--- src/rtl/cordic_sine_cosine_macros.svh ---
// Assertion helpers shared by the CORDIC pipeline files.
`ifndef CORDIC_SINE_COSINE_MACROS_SVH
`define CORDIC_SINE_COSINE_MACROS_SVH

// Same-cycle implication, checked on every rising edge outside reset.
`define CSC_ASSERT_NOW(label, clk, rst, ante, cons) \
   label: assert property (@(posedge clk) disable iff (rst) (ante) |-> (cons)) \
      else $error("CORDIC check failed");

// Implication whose consequent is checked in the next cycle.
`define CSC_ASSERT_NEXT(label, clk, rst, ante, cons) \
   label: assert property (@(posedge clk) disable iff (rst) (ante) |=> (cons)) \
      else $error("CORDIC check failed");

`endif

--- src/rtl/csc_pkg.sv ---
package csc_pkg;

   localparam int ANGLE_WIDTH       = 17;
   localparam int OUT_WIDTH         = 18;
   // Vector magnitude stays below about 1.65 * 39797, so 20 bits leave headroom.
   localparam int XY_WIDTH          = 20;
   // Input angle plus the whole arctangent sum stays well inside 19 bits.
   localparam int Z_WIDTH           = 19;
   localparam int COUNT_WIDTH       = 5;
   localparam int TABLE_LEN         = 16;
   localparam int DEFAULT_MAX_STEPS = 16;
   localparam int COUNT_RESET       = 16;
   localparam int GAIN_Q16          = 39797;
   localparam int OUT_LIMIT         = 65536;

   typedef logic signed [XY_WIDTH-1:0] xy_type;
   typedef logic signed [Z_WIDTH-1:0]  z_type;

   typedef struct packed {
      xy_type x;
      xy_type y;
      z_type  z;
   } rot_type;

   // Arctangent of 2^-idx in radians, scaled by 2^15.
   function automatic z_type arctan_q15(input int idx);
      z_type value;
      unique case (idx)
         0:       value = Z_WIDTH'(25735);
         1:       value = Z_WIDTH'(15192);
         2:       value = Z_WIDTH'(8027);
         3:       value = Z_WIDTH'(4074);
         4:       value = Z_WIDTH'(2045);
         5:       value = Z_WIDTH'(1024);
         6:       value = Z_WIDTH'(512);
         7:       value = Z_WIDTH'(256);
         8:       value = Z_WIDTH'(128);
         9:       value = Z_WIDTH'(64);
         10:      value = Z_WIDTH'(32);
         11:      value = Z_WIDTH'(16);
         12:      value = Z_WIDTH'(8);
         13:      value = Z_WIDTH'(4);
         14:      value = Z_WIDTH'(2);
         15:      value = Z_WIDTH'(1);
         default: value = '0;
      endcase
      return value;
   endfunction

endpackage

--- src/rtl/cordic_sine_cosine.sv ---
// Channel   Direction  Handshake              Payload
// request   in         req_valid / req_ready  req_angle (17b signed, rad * 2^15)
// response  out        rsp_valid / rsp_ready  rsp_cosine, rsp_sine (18b signed, Q16)
// csr       in         csr_write_enable       csr_write_data (iteration count, 5b)
//
// One request enters per cycle while req_ready is high; each result passes through
// MAX_STEPS micro-rotation register stages and then a saturating output register.
// Every stage has its own ready, so a stalled response backs up the pipe stage
// by stage while empty stages keep accepting requests; nothing is lost or repeated.
// Synchronous reset empties the pipeline and sets the iteration count to 16.
// Stages beyond the configured count pass their vector through unchanged.

module cordic_sine_cosine #(
   parameter int MAX_STEPS = csc_pkg::DEFAULT_MAX_STEPS
) (
   input  logic                                    clock,
   input  logic                                    reset,
   input  logic                                    req_valid,
   output logic                                    req_ready,
   input  logic signed [csc_pkg::ANGLE_WIDTH-1:0]  req_angle,
   output logic                                    rsp_valid,
   input  logic                                    rsp_ready,
   output logic signed [csc_pkg::OUT_WIDTH-1:0]    rsp_cosine,
   output logic signed [csc_pkg::OUT_WIDTH-1:0]    rsp_sine,
   input  logic                                    csr_write_enable,
   input  logic [csc_pkg::COUNT_WIDTH-1:0]         csr_write_data
);
   import csc_pkg::*;

   logic [COUNT_WIDTH-1:0] count_ff;
   logic [COUNT_WIDTH-1:0] steps;
   rot_type                chain_data  [MAX_STEPS+1];
   logic                   chain_valid [MAX_STEPS+1];
   logic                   chain_ready [MAX_STEPS+1];

   always_ff @(posedge clock) begin
      if (reset) begin
         count_ff <= COUNT_WIDTH'(COUNT_RESET);
      end else if (csr_write_enable) begin
         count_ff <= csr_write_data;
      end
   end

   // A count above the pipeline length runs every stage.
   assign steps = (count_ff > COUNT_WIDTH'(MAX_STEPS)) ? COUNT_WIDTH'(MAX_STEPS) : count_ff;

   assign chain_valid[0]  = req_valid;
   assign req_ready       = chain_ready[0];
   assign chain_data[0].x = XY_WIDTH'(GAIN_Q16);
   assign chain_data[0].y = '0;
   assign chain_data[0].z = Z_WIDTH'(req_angle);

   for (genvar i = 0; i < MAX_STEPS; i++) begin : g_stage
      csc_stage #(
         .STAGE (i)
      ) u_stage (
         .clock    (clock),
         .reset    (reset),
         .enable   (steps > COUNT_WIDTH'(i)),
         .up_valid (chain_valid[i]),
         .up_ready (chain_ready[i]),
         .up_data  (chain_data[i]),
         .dn_valid (chain_valid[i+1]),
         .dn_ready (chain_ready[i+1]),
         .dn_data  (chain_data[i+1])
      );
   end

   csc_output u_output (
      .clock      (clock),
      .reset      (reset),
      .up_valid   (chain_valid[MAX_STEPS]),
      .up_ready   (chain_ready[MAX_STEPS]),
      .up_data    (chain_data[MAX_STEPS]),
      .rsp_valid  (rsp_valid),
      .rsp_ready  (rsp_ready),
      .rsp_cosine (rsp_cosine),
      .rsp_sine   (rsp_sine)
   );

endmodule

--- src/rtl/csc_stage.sv ---
`include "cordic_sine_cosine_macros.svh"

module csc_stage #(
   parameter int STAGE = 0
) (
   input  logic             clock,
   input  logic             reset,
   input  logic             enable,
   input  logic             up_valid,
   output logic             up_ready,
   input  csc_pkg::rot_type up_data,
   output logic             dn_valid,
   input  logic             dn_ready,
   output csc_pkg::rot_type dn_data
);
   import csc_pkg::*;

   localparam z_type ATAN = arctan_q15(STAGE);

   logic    valid_ff;
   rot_type data_ff;
   rot_type data_in;
   xy_type  x_shift;
   xy_type  y_shift;
   logic    load;

   assign up_ready = !valid_ff || dn_ready;
   assign load     = up_valid && up_ready;
   assign dn_valid = valid_ff;
   assign dn_data  = data_ff;

   // Arithmetic shifts round toward minus infinity, as the rotation requires.
   assign x_shift = $signed(up_data.x) >>> STAGE;
   assign y_shift = $signed(up_data.y) >>> STAGE;

   always_comb begin
      data_in = up_data;
      if (enable) begin
         if (!up_data.z[Z_WIDTH-1]) begin
            data_in.x = up_data.x - y_shift;
            data_in.y = up_data.y + x_shift;
            data_in.z = up_data.z - ATAN;
         end else begin
            data_in.x = up_data.x + y_shift;
            data_in.y = up_data.y - x_shift;
            data_in.z = up_data.z + ATAN;
         end
      end
   end

   always_ff @(posedge clock) begin
      if (reset) begin
         valid_ff <= 1'b0;
      end else if (up_ready) begin
         valid_ff <= up_valid;
      end
   end

   always_ff @(posedge clock) begin
      if (load) begin
         data_ff <= data_in;
      end
   end

   `CSC_ASSERT_NEXT(a_stall_holds, clock, reset, valid_ff && !dn_ready,
                    valid_ff && $stable(data_ff))
   `CSC_ASSERT_NEXT(a_bypass_passes, clock, reset, load && !enable,
                    data_ff == $past(up_data))

endmodule

--- src/rtl/csc_output.sv ---
`include "cordic_sine_cosine_macros.svh"

module csc_output (
   input  logic                                  clock,
   input  logic                                  reset,
   input  logic                                  up_valid,
   output logic                                  up_ready,
   input  csc_pkg::rot_type                      up_data,
   output logic                                  rsp_valid,
   input  logic                                  rsp_ready,
   output logic signed [csc_pkg::OUT_WIDTH-1:0]  rsp_cosine,
   output logic signed [csc_pkg::OUT_WIDTH-1:0]  rsp_sine
);
   import csc_pkg::*;

   localparam xy_type XY_MAX = XY_WIDTH'(OUT_LIMIT);
   localparam xy_type XY_MIN = -XY_WIDTH'(OUT_LIMIT);
   localparam logic signed [OUT_WIDTH-1:0] OUT_MAX = OUT_WIDTH'(OUT_LIMIT);
   localparam logic signed [OUT_WIDTH-1:0] OUT_MIN = -OUT_WIDTH'(OUT_LIMIT);

   logic                        valid_ff;
   logic signed [OUT_WIDTH-1:0] cosine_ff;
   logic signed [OUT_WIDTH-1:0] sine_ff;
   logic signed [OUT_WIDTH-1:0] cosine_in;
   logic signed [OUT_WIDTH-1:0] sine_in;
   logic                        load;

   function automatic logic signed [OUT_WIDTH-1:0] clamp(input xy_type v);
      logic signed [OUT_WIDTH-1:0] r;
      priority if (v > XY_MAX) begin
         r = OUT_MAX;
      end else if (v < XY_MIN) begin
         r = OUT_MIN;
      end else begin
         r = v[OUT_WIDTH-1:0];
      end
      return r;
   endfunction

   assign up_ready   = !valid_ff || rsp_ready;
   assign load       = up_valid && up_ready;
   assign cosine_in  = clamp(up_data.x);
   assign sine_in    = clamp(up_data.y);
   assign rsp_valid  = valid_ff;
   assign rsp_cosine = cosine_ff;
   assign rsp_sine   = sine_ff;

   always_ff @(posedge clock) begin
      if (reset) begin
         valid_ff <= 1'b0;
      end else if (up_ready) begin
         valid_ff <= up_valid;
      end
   end

   always_ff @(posedge clock) begin
      if (load) begin
         cosine_ff <= cosine_in;
         sine_ff   <= sine_in;
      end
   end

   `CSC_ASSERT_NOW(a_result_in_range, clock, reset, valid_ff,
                   cosine_ff <= OUT_MAX && cosine_ff >= OUT_MIN &&
                   sine_ff <= OUT_MAX && sine_ff >= OUT_MIN)

endmodule
--- config.mk ---
export PLATFORM = sky130hd
export DESIGN_NAME = cordic_sine_cosine
export DESIGN_NICKNAME = d
export VERILOG_FILES = /design/src/rtl/csc_pkg.sv /design/src/rtl/cordic_sine_cosine.sv /design/src/rtl/csc_stage.sv /design/src/rtl/csc_output.sv
export VERILOG_INCLUDE_DIRS = /design/src /design/src/rtl
export SDC_FILE = /design/constraint.sdc
export NUM_CORES = 2
export LEC_CHECK = 0
export BUFFER_PORTS_ARGS = -buffer_cell sky130_fd_sc_hd__clkbuf_2
export CORE_ASPECT_RATIO = 2
export CORE_MARGIN = 5
export CORE_UTILIZATION = 38
export DETAILED_ROUTE_END_ITERATION = 6
export GPL_ROUTABILITY_DRIVEN = 0
export SLEW_MARGIN = 10
export SYNTH_ARGS = -nofsm -noshare
export SYNTH_HDL_FRONTEND = slang
export SYNTH_HIERARCHICAL = 1
export SYNTH_SLANG_ARGS = --single-unit
--- constraint.sdc ---
create_clock -name clock -period 9.91 [get_ports clock]
set_clock_uncertainty 0.1 [all_clocks]
set_input_delay 0.991 -clock clock [delete_from_list [all_inputs] [get_ports clock]]
set_output_delay 0.991 -clock clock [all_outputs]
set_load 0.1 [all_outputs]
# == After elaboration in Yosys (flattened, before gate mapping) ==
# Index checks and enable logic that the tools add are counted.
# word_totals
ff_bits,979
input_bits,27
wordCells,270
# op_classes
addsub,92
order_cmp,21
n_mux,35
n_reduce_logical,53
# ops
operator,count
$mux 59,30
$add 20x16->20,3
$sub 20x16->20,3
$add 20x10->20,2
$add 20x11->20,2
$add 20x12->20,2
$add 20x13->20,2
$add 20x14->20,2
$add 20x15->20,2
$add 20x17->20,2
$add 20x18->20,2
$add 20x5->20,2
$add 20x6->20,2
$add 20x7->20,2
$add 20x8->20,2
$add 20x9->20,2
$gt 20x18->1 const B,2
$gt 5x4->1 const B,8
$lt 20x17->1 const B,2
$sub 20x10->20,2
$sub 20x11->20,2
$sub 20x12->20,2
$sub 20x13->20,2
$sub 20x14->20,2
52 further kinds,117

# == Logic depth before layout (Yosys ltp) ==
# logic_depth
ltp_word,19
mapped_depth,18
ltp_nobuf,18

# == Hierarchy ==
# The synthesis kept the hierarchy.
# modules_own_cells
mod,instances,cells_each,area_each_um2,seq_area_each_um2
csc_stage at g_stage[0].u_stage,1,779,6555.0,1791.7
csc_stage at g_stage[13].u_stage,1,658,5936.9,1791.7
csc_stage at g_stage[3].u_stage,1,641,5919.4,1791.7
csc_stage at g_stage[2].u_stage,1,624,5865.6,1791.7
csc_stage at g_stage[4].u_stage,1,616,5855.6,1791.7
csc_stage at g_stage[14].u_stage,1,633,5821.8,1791.7
csc_stage at g_stage[1].u_stage,1,601,5724.2,1791.7
csc_stage at g_stage[15].u_stage,1,617,5710.5,1791.7
csc_stage at g_stage[5].u_stage,1,607,5570.3,1791.7
csc_stage at g_stage[10].u_stage,1,584,5540.3,1791.7
csc_stage at g_stage[12].u_stage,1,584,5486.5,1791.7
csc_stage at g_stage[8].u_stage,1,560,5358.9,1791.7
csc_stage at g_stage[7].u_stage,1,554,5351.4,1791.7
csc_stage at g_stage[6].u_stage,1,552,5350.1,1791.7
+4 rows,-,-,-,-

# == Worst setup path after synthesis ==
# OpenSTA, ideal clock, no wires.
# synth_path
kind,input to register
startpoint,input rsp_ready
endpoint,"register g_stage[0].u_stage.data_ff, in the netlist g_stage[0].u_stage/dn_data[0] (enable)"
setup_ns,0.524
arrival_ns,5.203
required_time_ns,9.286
slack_ns,4.082
cell_stages,18
path_buffers,0
path_cell_list,nand2b_1 nand2b_1 nand2b_1 nand2b_1 nand2b_1 nand2b_1 nand2b_1 nand2b_1 nand2b_1 nand2b_1 nand2b_1 nand2b_1 nand2b_1 nand2b_1 nand2b_1 nand2b_1 nand2b_1 and2_1
# synth_rtl
item,line_no,text
"start, declared",cordic_sine_cosine.sv:22,"input logic rsp_ready,"
"end signal, assigned",csc_stage.sv:61,data_ff <= data_in;
"end, declared",csc_stage.sv:21,rot_type data_ff;

==> results.json <==
{
  "setup_viol": 0,
  "r2r_start": "g_stage[8].u_stage/dn_data[48]",
  "post_drt_wl_per_cell_um": 22.9,
  "worstPathRequired_ps": 8820,
  "status": "finished, final reports clean",
  "worstMarginPinSlew_ps": 1260,
  "crit_fanout": 3,
  "crit_path_end_kind": "output port",
  "layout_common_cells": "944 x a21oi_1, 933 x edfxtp_1, 922 x ha_1",
  "drc_errors": 0,
  "dp.cells": 12600,
  "yosys_warnings": 6,
  "pwr-share-comb_pct": 29.6,
  "num_rows": 252,
  "fin_cells": 12800,
  "area_growth_pct": 8.18,
  "fillers": 22700,
  "place_hpwl_mm": 236,
  "arrival_ps": 4850,
  "cts.path.max_buffers": 3,
  "crit_path_start": "rsp_ready",
  "routed-via-count": 75900,
  "p_seq_share_pct": 38.8,
  "vdd_drop_max_uv": 142,
  "fin_crit_ps": 5940,
  "rsz0062_at_grt": "no",
  "hold_path.class": "register to register",
  "syn_area_sq_mm": 0.0898,
  "grt_max_degree": 72,
  "cts_buffers": 98,
  "cts_root_buf": "clkbuf_16",
  "die_h_um": 698,
  "cts_max_level": 3,
  "post-route-period-util_pct": 59.9,
  "postCtsSetupRepairBufs": 0,
  "p_int_mw": 8.65,
  "drive_gt1_share_pct": 10.1,
  "hold_start": "g_stage[9].u_stage/dn_data[2]",
  "drtAntennaViolNets": 0,
  "cp_slowest_stage_delay_ps": 410,
  "ios": 65,
  "slew-limit-headroom_pct": 15.0,
  "p_switching_mw": 4.18,
  "drtPass1Iterations": 7,
  "dpl-instance-area_sq_mm": 0.0936,
  "finalMaxSlewViolations": 0,
  "hold_buffers": 0,
  "grt_pass1_vias": 78300,
  "layout.nets": 10600,
  "path_cells": "clkbuf_2 > nand2b_1 > nand2b_1 > nand2b_1 > nand2b_1 > nand2b_1 > nand2b_1 > nand2b_1 > nand2b_1 > nand2b_1 > nand2b_1 > nand2b_1 > nand2b_1 > nand2b_1 > nand2b_1 > nand2b_1 > nand2b_1 > nand2b_1 > clkbuf_2",
  "syn_inst": 9585,
  "whs_ps": 291,
  "final_cell_area_sq_mm": 0.0972,
  "clock_latency_ps": 790,
  "power_leakage_nw": 37.8,
  "layout_commonest_cell": "a21oi_1",
  "clkSinkCount": 955,
  "start_kind": "input port",
  "cts_resized": 0,
  "slowest_stage": "clkbuf_2",
  "die-area_sq_mm": 0.247,
  "syn_avg_cell_area_sq_um": 9.37,
  "grt_pass1_wl_mm": 436,
  "finalHoldViolCount": 0,
  "floorplan.initialDensity_pct": 38.1,
  "grt-ovfl-total": 0,
  "max_cap_viol_count": 0,
  "switching_share_pct": 32.5,
  "track_usage_pct": 22.6,
  "clk_pin_slew_ps": 70,
  "clkPwrFrac_pct": 31.7,
  "die_x_um": 354,
  "initialDrtViolationCount": 4639,
  "fp.coreArea_sq_mm": 0.236,
  "io_buffers": 64,
  "max_freq_mhz": 168,
  "fin_setup_tns_ps": 0,
  "cts_tree": "yes",
  "drt-total-wl_mm": 292,
  "crit_path_frequent_cell": "nand2b_1",
  "path_class": "input port to output port",
  "antenna_found_initial": 4,
  "p_per_area_mw_per_mm2": 132,
  "vias_per_cell": 5.95
}
-- worst max-delay path: cells and delay by family --
family        cells  cell delay [ps]
buf+inv           2              480
simple gates     17             3380
-- final cells by class --
class | count | area [sq um] | area share [%]
Antenna cell | 5 | 12.5 | 0.0129
Clock buffer | 118 | 2620 | 2.70
Clock inverter | 62 | 880 | 0.905
Inverter | 483 | 1810 | 1.87
Multi-Input combinational cell | 7956 | 58800 | 60.5
Sequential cell | 955 | 28500 | 29.3
Tap cell | 3048 | 3810 | 3.93
Timing Repair Buffer | 126 | 786 | 0.809
-- sequential cells by signal, summed over array words and instances (netlist names) --
| signal | cells |
|---|---|
| g_stage.u_stage/dn_valid | 16 |
| u_output/rsp_cosine | 18 |
| count_ff | 5 |
| u_output/rsp_valid | 1 |
| g_stage.u_stage/dn_data | 897 |
| u_output/rsp_sine | 18 |
-- worst paths after layout --
path / endpoint / slack (ps) / depth (start not counted)
max: req_ready / 3970 / 19
min: g_stage[10].u_stage/dn_data[2] / 290 / 0
max reg2reg: g_stage[9].u_stage/dn_data[37] / 4860 / 11
min reg2reg: g_stage[10].u_stage/dn_data[2] / 290 / 0
-- metrics by stage --
step	util, %	setup slack [ps]	total power, mW
6_report	41.3	3970	12.8
2_1_floorplan	-	4080	7.76
4_1_cts	41.2	3880	12.9
5_1_grt	41.2	3590	13.4
3_5_place_dp	39.8	3980	8.76
3_3_place_gp	39.8	3900	8.68
-- power groups by stage --
stage               Sequential [mW]  Clock, mW  Combinational (mW)
floorplan                      4.94          0                2.82
finish                         4.97       4.06                3.79
global route                   4.99       4.30                4.13
global placement               5.06          0                3.62
CTS                            4.98       4.16                3.72
detailed placement             5.07          0                3.69
-- per-layer routing --
metal	global-route usage, %	vias up	wire, um
li1	-	35900	-
met1	16.2	36000	80400
met2	46.0	2495	162000
met3	2.79	1426	9960
met4	25.3	2	39700
met5	0	-	11
No activity file was read; power rests on OpenSTA's default activity.
